**config.mk**
```make
export PLATFORM = sky130hd
export DESIGN_NAME = fixed_string_match_line_column
export DESIGN_NICKNAME = d
export VERILOG_FILES = /design/src/fsmlc_pkg.sv /design/src/fsmlc_cell.sv /design/src/fsmlc_fifo.sv /design/src/fixed_string_match_line_column.sv
export SDC_FILE = /design/constraint.sdc
export NUM_CORES = 2
export LEC_CHECK = 0
export BUFFER_PORTS_ARGS = -buffer_cell sky130_fd_sc_hd__buf_2
export CAP_MARGIN = 20
export CORE_ASPECT_RATIO = 1.75
export CORE_MARGIN = 5
export CORE_UTILIZATION = 40
export CTS_CLUSTER_DIAMETER = 50
export DETAILED_ROUTE_END_ITERATION = 6
export GPL_ROUTABILITY_DRIVEN = 0
export PLACE_DENSITY_LB_ADDON = 0.08
export SLEW_MARGIN = 20
export SYNTH_ARGS = -nofsm -noshare
export SYNTH_HDL_FRONTEND = slang
export SYNTH_SLANG_ARGS = --single-unit
```
**constraint.sdc**
```tcl
create_clock -name clk -period 21.7 [get_ports clk]
set_clock_uncertainty 0.2 [all_clocks]
set_input_delay 2.17 -clock clk [delete_from_list [all_inputs] [get_ports clk]]
set_output_delay 2.17 -clock clk [all_outputs]
set_load 0.005 [all_outputs]
```
**src/fsmlc_pkg.sv**
```systemverilog
// package: shared types, constants and register codes for the string matcher
package fsmlc_pkg;

    localparam int MAX_PATTERN_DEF = 16;
    localparam int PAT_BYTES       = 16;
    localparam int PAT_IDX_W       = 4;
    localparam int LEN_W           = 5;
    localparam int LINE_W          = 24;
    localparam int COL_W           = 16;
    localparam int CNT_W           = 24;
    localparam int CFG_IDX_W       = 2;
    localparam int CFG_DATA_W      = 64;
    localparam int FIFO_DEPTH      = 4;
    localparam int FIFO_PTR_W      = 2;

    localparam logic [7:0]        NEWLINE_BYTE = 8'h0A;
    localparam logic [LINE_W-1:0] LINE_MAX     = '1;
    localparam logic [COL_W-1:0]  COL_MAX      = '1;
    localparam logic [CNT_W-1:0]  CNT_MAX      = '1;

    typedef enum logic [CFG_IDX_W-1:0] {
        REG_PATTERN_LENGTH = 2'd0,
        REG_PATTERN_LOW    = 2'd1,
        REG_PATTERN_HIGH   = 2'd2
    } cfg_reg_t;

    typedef struct packed {
        logic [7:0] data_byte;
        logic       last_byte;
    } item_t;

    typedef struct packed {
        logic              is_end;
        logic [LINE_W-1:0] match_line;
        logic [COL_W-1:0]  match_column;
        logic [CNT_W-1:0]  match_total;
        logic              last_result;
    } result_t;

    typedef struct packed {
        logic [LINE_W-1:0] line;
        logic [COL_W-1:0]  column;
    } pos_t;

    typedef struct packed {
        logic    two;
        result_t first;
        result_t second;
    } result_pair_t;

endpackage

```
**src/fsmlc_cell.sv**
```systemverilog
// window cell: holds one recent byte with its position and compares the byte entering it
module fsmlc_cell
    import fsmlc_pkg::*;
(
    input  logic       clk,
    input  logic       rst_n,
    input  logic       shift,
    input  logic       clear,
    input  logic [7:0] d_byte,
    input  pos_t       d_pos,
    input  logic       d_valid,
    input  logic [7:0] pat_byte,
    input  logic       in_use,
    output logic [7:0] q_byte,
    output pos_t       q_pos,
    output logic       q_valid,
    output logic       ok
);

    logic [7:0] byte_reg;
    pos_t       pos_reg;
    logic       valid_reg;
    logic       valid_next;

    assign ok = !in_use || (d_valid && (d_byte == pat_byte));

    assign valid_next = shift ? (d_valid && !clear) : valid_reg;

    always_ff @(posedge clk or negedge rst_n)
    begin
        if (!rst_n)
        begin
            valid_reg <= 1'b0;
        end
        else
        begin
            valid_reg <= valid_next;
        end
    end

    always_ff @(posedge clk)
    begin
        if (shift)
        begin
            byte_reg <= d_byte;
            pos_reg  <= d_pos;
        end
    end

    assign q_byte  = byte_reg;
    assign q_pos   = pos_reg;
    assign q_valid = valid_reg;

endmodule

```
**src/fsmlc_fifo.sv**
```systemverilog
// result queue: stores one or two results per request and hands them out one at a time
module fsmlc_fifo
    import fsmlc_pkg::*;
(
    input  logic         clk,
    input  logic         rst_n,
    input  logic         push_valid,
    output logic         push_ready,
    input  result_pair_t push_data,
    output logic         result_valid,
    input  logic         result_ready,
    output result_t      result
);

    result_pair_t            mem_reg [FIFO_DEPTH];
    logic [FIFO_PTR_W-1:0]   head_reg, head_next;
    logic [FIFO_PTR_W-1:0]   tail_reg, tail_next;
    logic [FIFO_PTR_W:0]     count_reg, count_next;
    logic                    sub_reg, sub_next;
    result_pair_t            head_entry;
    logic                    do_push;
    logic                    pop;
    logic                    pop_entry;

    assign push_ready   = (count_reg != (FIFO_PTR_W+1)'(FIFO_DEPTH));
    assign do_push      = push_valid && push_ready;
    assign head_entry   = mem_reg[head_reg];
    assign result_valid = (count_reg != '0);
    assign result       = sub_reg ? head_entry.second : head_entry.first;
    assign pop          = result_valid && result_ready;
    assign pop_entry    = pop && (sub_reg || !head_entry.two);

    always_comb
    begin
        tail_next  = do_push ? tail_reg + 1'b1 : tail_reg;
        head_next  = pop_entry ? head_reg + 1'b1 : head_reg;
        sub_next   = pop ? !pop_entry : sub_reg;
        count_next = count_reg + (FIFO_PTR_W+1)'(do_push) - (FIFO_PTR_W+1)'(pop_entry);
    end

    always_ff @(posedge clk or negedge rst_n)
    begin
        if (!rst_n)
        begin
            head_reg  <= '0;
            tail_reg  <= '0;
            count_reg <= '0;
            sub_reg   <= 1'b0;
        end
        else
        begin
            head_reg  <= head_next;
            tail_reg  <= tail_next;
            count_reg <= count_next;
            sub_reg   <= sub_next;
        end
    end

    always_ff @(posedge clk)
    begin
        if (do_push)
        begin
            mem_reg[tail_reg] <= push_data;
        end
    end

endmodule

```
**src/fixed_string_match_line_column.sv**
```systemverilog
// top level: fixed string search over a byte stream with line and column tracking
//
// Bytes of a file arrive on the item channel, one request per byte, with
// last_byte set on the final byte. A pattern of 1 to 16 bytes is set on the
// cfg channel (length, bytes 0..7, bytes 8..15), by the user only while the
// block is idle; the block does not enforce this. Every occurrence,
// overlapping ones included, yields a result with the line and column of
// its first byte; the final byte also yields an end marker with the match
// count, and the line, column and window restart for the next file.
// One byte is taken per cycle while the queue has room: the window is a row
// of cells that shift the bytes along and compare them with the pattern in
// parallel. Results are registered into a 4-entry queue and appear on the
// result channel from there; a byte that yields two results has them handed
// out one at a time. item_ready drops only while that queue is full, so a
// stalled receiver holds off new bytes after at most four pending requests.
// Reset sets the pattern length to 1 with all pattern bytes zero, empties
// the window and the queue, and starts at line 1, column 1.
module fixed_string_match_line_column
    import fsmlc_pkg::*;
#(
    parameter int MAX_PATTERN = MAX_PATTERN_DEF
)
(
    input  logic                  clk,
    input  logic                  rst_n,
    input  logic                  item_valid,
    output logic                  item_ready,
    input  item_t                 item,
    output logic                  result_valid,
    input  logic                  result_ready,
    output result_t               result,
    input  logic                  cfg_valid,
    output logic                  cfg_ready,
    input  logic [CFG_IDX_W-1:0]  cfg_index,
    input  logic [CFG_DATA_W-1:0] cfg_data
);

    logic [LEN_W-1:0]      len_reg;
    logic [CFG_DATA_W-1:0] pat_low_reg;
    logic [CFG_DATA_W-1:0] pat_high_reg;
    logic [LINE_W-1:0]     line_reg, line_next;
    logic [COL_W-1:0]      col_reg, col_next;
    logic [CNT_W-1:0]      mc_reg, mc_next, mc_inc;

    logic [8*PAT_BYTES-1:0] pat_flat;
    logic [LEN_W-1:0]       len_eff;
    logic                   accept;
    logic                   hit;
    pos_t                   hit_pos;
    logic                   push_ready;
    logic                   push_valid;
    result_pair_t           pair;
    result_t                match_res;
    result_t                end_res;

    logic [7:0]             d_byte  [MAX_PATTERN];
    pos_t                   d_pos   [MAX_PATTERN];
    logic                   d_valid [MAX_PATTERN];
    logic [7:0]             pat_b   [MAX_PATTERN];
    logic [MAX_PATTERN-1:0] in_use;
    logic [MAX_PATTERN-1:0] ok;

    assign cfg_ready  = 1'b1;
    assign item_ready = push_ready;
    assign accept     = item_valid && item_ready;
    assign pat_flat   = {pat_high_reg, pat_low_reg};

    always_comb
    begin
        if (len_reg == '0)
        begin
            len_eff = LEN_W'(1);
        end
        else if (len_reg > LEN_W'(MAX_PATTERN))
        begin
            len_eff = LEN_W'(MAX_PATTERN);
        end
        else
        begin
            len_eff = len_reg;
        end
    end

    always_ff @(posedge clk or negedge rst_n)
    begin
        if (!rst_n)
        begin
            len_reg      <= LEN_W'(1);
            pat_low_reg  <= '0;
            pat_high_reg <= '0;
        end
        else if (cfg_valid && cfg_ready)
        begin
            unique case (cfg_index)
                REG_PATTERN_LENGTH: len_reg      <= cfg_data[LEN_W-1:0];
                REG_PATTERN_LOW:    pat_low_reg  <= cfg_data;
                REG_PATTERN_HIGH:   pat_high_reg <= cfg_data;
                default:            ;
            endcase
        end
    end

    // head of the chain takes the incoming byte at the current position
    assign d_byte[0]  = item.data_byte;
    assign d_pos[0]   = '{line: line_reg, column: col_reg};
    assign d_valid[0] = 1'b1;

    for (genvar j = 0; j < MAX_PATTERN; j++)
    begin : g_cell
        logic [LEN_W-1:0] sel;

        assign sel       = len_eff - LEN_W'(j + 1);
        assign in_use[j] = (LEN_W'(j) < len_eff);
        assign pat_b[j]  = pat_flat[{sel[PAT_IDX_W-1:0], 3'b000} +: 8];

        if (j < MAX_PATTERN - 1)
        begin : g_mid
            fsmlc_cell u_cell (
                .clk      (clk),
                .rst_n    (rst_n),
                .shift    (accept),
                .clear    (item.last_byte),
                .d_byte   (d_byte[j]),
                .d_pos    (d_pos[j]),
                .d_valid  (d_valid[j]),
                .pat_byte (pat_b[j]),
                .in_use   (in_use[j]),
                .q_byte   (d_byte[j+1]),
                .q_pos    (d_pos[j+1]),
                .q_valid  (d_valid[j+1]),
                .ok       (ok[j])
            );
        end
        else
        begin : g_tail
            fsmlc_cell u_cell (
                .clk      (clk),
                .rst_n    (rst_n),
                .shift    (accept),
                .clear    (item.last_byte),
                .d_byte   (d_byte[j]),
                .d_pos    (d_pos[j]),
                .d_valid  (d_valid[j]),
                .pat_byte (pat_b[j]),
                .in_use   (in_use[j]),
                .q_byte   (),
                .q_pos    (),
                .q_valid  (),
                .ok       (ok[j])
            );
        end
    end

    assign hit = &ok;

    // position of the oldest byte in the match
    always_comb
    begin
        hit_pos = '0;
        for (int j = 0; j < MAX_PATTERN; j++)
        begin
            if (LEN_W'(j + 1) == len_eff)
            begin
                hit_pos = d_pos[j];
            end
        end
    end

    assign mc_inc = (hit && (mc_reg != CNT_MAX)) ? mc_reg + 1'b1 : mc_reg;

    always_comb
    begin
        match_res = '{is_end: 1'b0, match_line: hit_pos.line, match_column: hit_pos.column,
                      match_total: '0, last_result: !item.last_byte};
        end_res   = '{is_end: 1'b1, match_line: '0, match_column: '0,
                      match_total: mc_inc, last_result: 1'b1};
        pair.two    = hit && item.last_byte;
        pair.first  = hit ? match_res : end_res;
        pair.second = end_res;
        push_valid  = accept && (hit || item.last_byte);
    end

    always_comb
    begin
        line_next = line_reg;
        col_next  = col_reg;
        mc_next   = mc_reg;
        if (accept)
        begin
            if (item.last_byte)
            begin
                line_next = LINE_W'(1);
                col_next  = COL_W'(1);
                mc_next   = '0;
            end
            else
            begin
                mc_next = mc_inc;
                if (item.data_byte == NEWLINE_BYTE)
                begin
                    line_next = (line_reg != LINE_MAX) ? line_reg + 1'b1 : line_reg;
                    col_next  = COL_W'(1);
                end
                else if (col_reg != COL_MAX)
                begin
                    col_next = col_reg + 1'b1;
                end
            end
        end
    end

    always_ff @(posedge clk or negedge rst_n)
    begin
        if (!rst_n)
        begin
            line_reg <= LINE_W'(1);
            col_reg  <= COL_W'(1);
            mc_reg   <= '0;
        end
        else
        begin
            line_reg <= line_next;
            col_reg  <= col_next;
            mc_reg   <= mc_next;
        end
    end

    fsmlc_fifo u_fifo (
        .clk          (clk),
        .rst_n        (rst_n),
        .push_valid   (push_valid),
        .push_ready   (push_ready),
        .push_data    (pair),
        .result_valid (result_valid),
        .result_ready (result_ready),
        .result       (result)
    );

endmodule
```
==> metrics list <==
- Clock buffer depth: 3
- Initial detailed-routing violation count: 3454
- Dividing the detail-routed wire length by the instance count gives 27.4 um.
* TritonCTS Buffers: 130
* Critical-path maximum fanout: between 50 and 60
* Largest net degree at the start of global routing: around 180
- Die Area: 158000 sq um
* Port-buffer cells: 147
* Setup repair after global routing missed its margin: no
* Overall die width: between 300 and 400 um
- For this run, design rule violations remaining after detail routing come to 0.
* Initial antenna violation count: 8
- Across the run, the number of max-cap violations was 0.
- Once the clock tree was built, the setup fixing pass inserted 0 buffers.
* Post-synthesis cell area: around 60000 sq um
- The register with the most flip-flops in the layout has 600 of them.
- Number of global-route vias before repair: 38569
- The synthesized netlist contains 98 unique library cells.
- The floorplan step set the die height to about 520 um.
- Path category of the worst min-delay check: reg -> reg
- In this run the register-to-register setup slack is 12.49 ns.
* Hold buffer count at CTS: 0
- The first detailed-routing pass ran for 6 iterations.
- For the finished layout, the period the worst path requires is 9.21 ns.
- The first global-routing pass estimated 264000 um of wire.
- For this block, the routed nets add up to 179000 um of wire.
* Portion of the post-synthesis area used by sequential elements: 63.7%
- The worst register-to-register path ends at u_fifo.mem_reg[0][69].
* Critical R2R Launch: len_reg[4]
- The core region is 149000 sq um.
- Compared with the post-synthesis result, the final layout area differs by 12.0%.
- Power per standard cell area: around 130 nW/um^2
- Number of flops mapped to enable cells by yosys: around 1100
- For the pin with the worst max-slew slack, the measured transition is 1.06 ns.
- Synthesis produced a netlist with a net count of 4445.
* Leading cell type in the layout, fill and taps excluded: sky130_fd_sc_hd__edfxtp_1
- The detailed router placed between 30000 and 40000 vias in this run.
- Across the VDD grid, the largest voltage drop is a little over 0.08 mV.
- Count of pins on the block boundary: about 150
* Yosys warnings: 0
- R2R cell count: 22
- The HPWL after detailed placement is between 100000 and 150000 um.
- In this run the most critical hold path is launched from g_cell[12].g_mid.u_cell.q_pos[38].
- The worst setup path is of the reg -> reg kind.
* Instance count of the mapped netlist: 4350
- Share of synthesized flip-flops with an asynchronous set or reset: about 17%
- At the end of the flow, the number of nets in the layout was 4531.
- Post-CTS repair changed the size of 0 cells.
- Element type at the critical path end: flip-flop
- Summed over all cells, the static leakage comes to 23.3 nW.
- Worst-Skew Late Latency: around 0.77 ns
* Hold violation total from the final report: 0
- Setup violations remaining at the end of the flow were counted as 0.
- Slew Limit Fails: 0
* Non-filler instance count after layout: 6530
- A synthesized cell averages 13.7 sq um.
* Number of filler cells placed in the layout: 13371
- Count of cells along the worst hold path: 0
- The path with the worst hold slack has its endpoint at g_cell[13].g_mid.u_cell.q_pos[38].
- For this run the aggregate overflow at the end of global routing stands at 0.
- CP arrival: ~9.4 ns
* Root buf cell: sky130_fd_sc_hd__clkbuf_16
- Via/cell ratio: 5.85
- Critical Path Start Type: flip-flop
- Aggregate negative setup slack: 0 ns
- TritonCTS built the clock tree.
- STA puts the critical path data required time at 21.88 ns.
* Sinks on the clock net: 1304
- The number of placed instances, taps included, is 6288.
- For this configuration, the core starts out at a cell density of 40.2%.
- Most used cells in the layout excluding fill and tap cells: sky130_fd_sc_hd__edfxtp_1, sky130_fd_sc_hd__nand2_1, sky130_fd_sc_hd__a21oi_1, sky130_fd_sc_hd__o21ai_0, sky130_fd_sc_hd__dfrtp_1
- In the final layout, the share of cells above drive strength 1 is 19.2%.
- The initialized floorplan defines 187 standard-cell rows.
- Top achievable clock speed: 109 MHz
* Final critical-path share of the clock period: 42.4%
* CTS H-Tree Depth: 4
- Global-route usage over all layers: 22.3%
- The flow ran to the end, and the final reports show no timing, DRC or antenna violations.
- Commonest register cell after synthesis: sky130_fd_sc_hd__edfxtp_1
- Worst rel slew slack: between 20% and 30%
- Post-synthesis sequential element count: 1304
- Clock-pin slew was measured on the worst setup and hold paths at 0.06 ns.
- Antenna-violating nets left: 0
## area by class of cell
type | count | area, sq um | area share [%]
Timing Repair Buffer | 252 | 1550 | 2.32
Sequential cell | 1304 | 38100 | 56.9
Antenna cell | 2 | 5.00 | 0.00748
Inverter | 54 | 213 | 0.318
Tap cell | 1984 | 2480 | 3.71
Clock inverter | 72 | 748 | 1.12
Multi-Input combinational cell | 2694 | 20400 | 30.5
Clock buffer | 168 | 3460 | 5.17
## cells by family (layout without fill, tap and decap cells)
group / Yosys count / in the layout / synth area share (%)
buffers and inverters: 352 / 546 / 2.39
XOR/XNOR: 177 / 177 / 2.59
adder cells (fa/ha/maj): 15 / 15 / 0.327
other: 1 / 3 / 0.00627
multiplexers: 436 / 436 / 11.0
AO/OA/AOI/OAI: 1034 / 1034 / 11.7
flip-flops: 1304 / 1304 / 63.7
AND/OR/NAND/NOR: 1031 / 1031 / 8.32
## worst max-delay path, cell delays in order (launching register included)
cell,delay [ns]
sky130_fd_sc_hd__dfrtp_2,0.59
sky130_fd_sc_hd__nor4_4,0.32
sky130_fd_sc_hd__buf_4,0.70
sky130_fd_sc_hd__nor2_4,0.07
sky130_fd_sc_hd__inv_2,0.60
sky130_fd_sc_hd__ha_2,0.42
sky130_fd_sc_hd__nor2_1,0.10
sky130_fd_sc_hd__o21ai_4,0.09
sky130_fd_sc_hd__buf_4,0.52
sky130_fd_sc_hd__mux4_2,0.45
sky130_fd_sc_hd__a22o_1,0.25
sky130_fd_sc_hd__a221oi_1,0.27
sky130_fd_sc_hd__xnor2_1,0.22
sky130_fd_sc_hd__nor4_1,0.61
sky130_fd_sc_hd__nand3_1,0.14
sky130_fd_sc_hd__o21ai_0,0.20
sky130_fd_sc_hd__o2111a_1,0.34
sky130_fd_sc_hd__and2_1,0.16
sky130_fd_sc_hd__buf_4,0.32
sky130_fd_sc_hd__inv_4,0.29
sky130_fd_sc_hd__a21oi_2,0.39
sky130_fd_sc_hd__and2_4,0.63
sky130_fd_sc_hd__buf_4,0.73
## layer usage
| metal | vias up | wire (um) | GRT usage [%] |
|---|---|---|---|
| li1 | 17137 | - | - |
| met1 | 19296 | 69600 | 27.4 |
| met2 | 1313 | 88500 | 37.5 |
| met3 | 473 | 8350 | 3.18 |
| met4 | 0 | 12700 | 13.3 |
| met5 | - | 0 | 0 |
## stage by stage
stage	hold slack (ns)	area [sq um]	util (%)	worst slack, ns	power (W)
after CTS	0.223	66900	45.0	12.44	0.00845
after detailed placement	0.226	62700	42.2	12.47	0.00617
after floorplan	0.217	59800	-	8.81	0.00532
after global routing	0.235	66900	45.0	12.01	0.00875
final	0.225	66900	45.0	12.49	0.00838
after global placement	0.222	62700	42.2	12.65	0.00615
## where the power goes
group	internal (W)	switching [W]	total [W]	leakage (nW)
clock network	0.00124	0.00101	0.00225	2.06
logic	0.000949	0.00150	0.00245	8.23
registers	0.00333	0.000344	0.00367	13.0
total	0.00552	0.00286	0.00838	23.3
## worst max path at each step
stage / slack [ns] / startpoint / end
floorplan: 8.81 / item_valid / mc_reg[11]
global placement: 12.65 / len_reg[4] / u_fifo.mem_reg[1][79]
detailed placement: 12.47 / len_reg[4] / u_fifo.mem_reg[0][79]
CTS: 12.44 / len_reg[4] / u_fifo.mem_reg[0][69]
global route: 12.01 / len_reg[4] / u_fifo.mem_reg[0][69]
finish: 12.49 / len_reg[4] / u_fifo.mem_reg[0][69]
## synth_stat cells, types with 21 or more instances
cell type | count | area share, %
sky130_fd_sc_hd__mux2i_1 | 131 | 2.2
sky130_fd_sc_hd__edfxtp_1 | 1084 | 54
sky130_fd_sc_hd__nor3_1 | 51 | 0.43
sky130_fd_sc_hd__nor2_1 | 155 | 0.97
sky130_fd_sc_hd__o22ai_1 | 79 | 0.83
sky130_fd_sc_hd__a22oi_1 | 55 | 0.69
sky130_fd_sc_hd__a211oi_1 | 56 | 0.70
sky130_fd_sc_hd__a21oi_1 | 253 | 2.1
sky130_fd_sc_hd__nand2_1 | 393 | 2.5
sky130_fd_sc_hd__xnor2_1 | 110 | 1.6
sky130_fd_sc_hd__nand3_1 | 126 | 1.1
sky130_fd_sc_hd__mux2_2 | 143 | 2.7
sky130_fd_sc_hd__xor2_1 | 67 | 0.98
sky130_fd_sc_hd__o221ai_1 | 32 | 0.47
sky130_fd_sc_hd__buf_1 | 29 | 0.18
sky130_fd_sc_hd__clkbuf_1 | 217 | 1.4
sky130_fd_sc_hd__a211oi_2 | 33 | 0.69
sky130_fd_sc_hd__buf_2 | 41 | 0.34
sky130_fd_sc_hd__mux4_2 | 162 | 6.1
sky130_fd_sc_hd__o21ai_0 | 224 | 1.9
sky130_fd_sc_hd__and2_1 | 69 | 0.72
sky130_fd_sc_hd__nand2b_1 | 37 | 0.39
sky130_fd_sc_hd__or2_2 | 21 | 0.22
sky130_fd_sc_hd__o211ai_1 | 68 | 0.85
sky130_fd_sc_hd__a221oi_1 | 31 | 0.45
sky130_fd_sc_hd__dfrtp_1 | 217 | 9.1
sky130_fd_sc_hd__and3_1 | 39 | 0.41
sky130_fd_sc_hd__inv_1 | 50 | 0.31
sky130_fd_sc_hd__nand4_1 | 26 | 0.27
sky130_fd_sc_hd__or3_1 | 54 | 0.57
No activity file was read; power rests on OpenSTA's default activity.
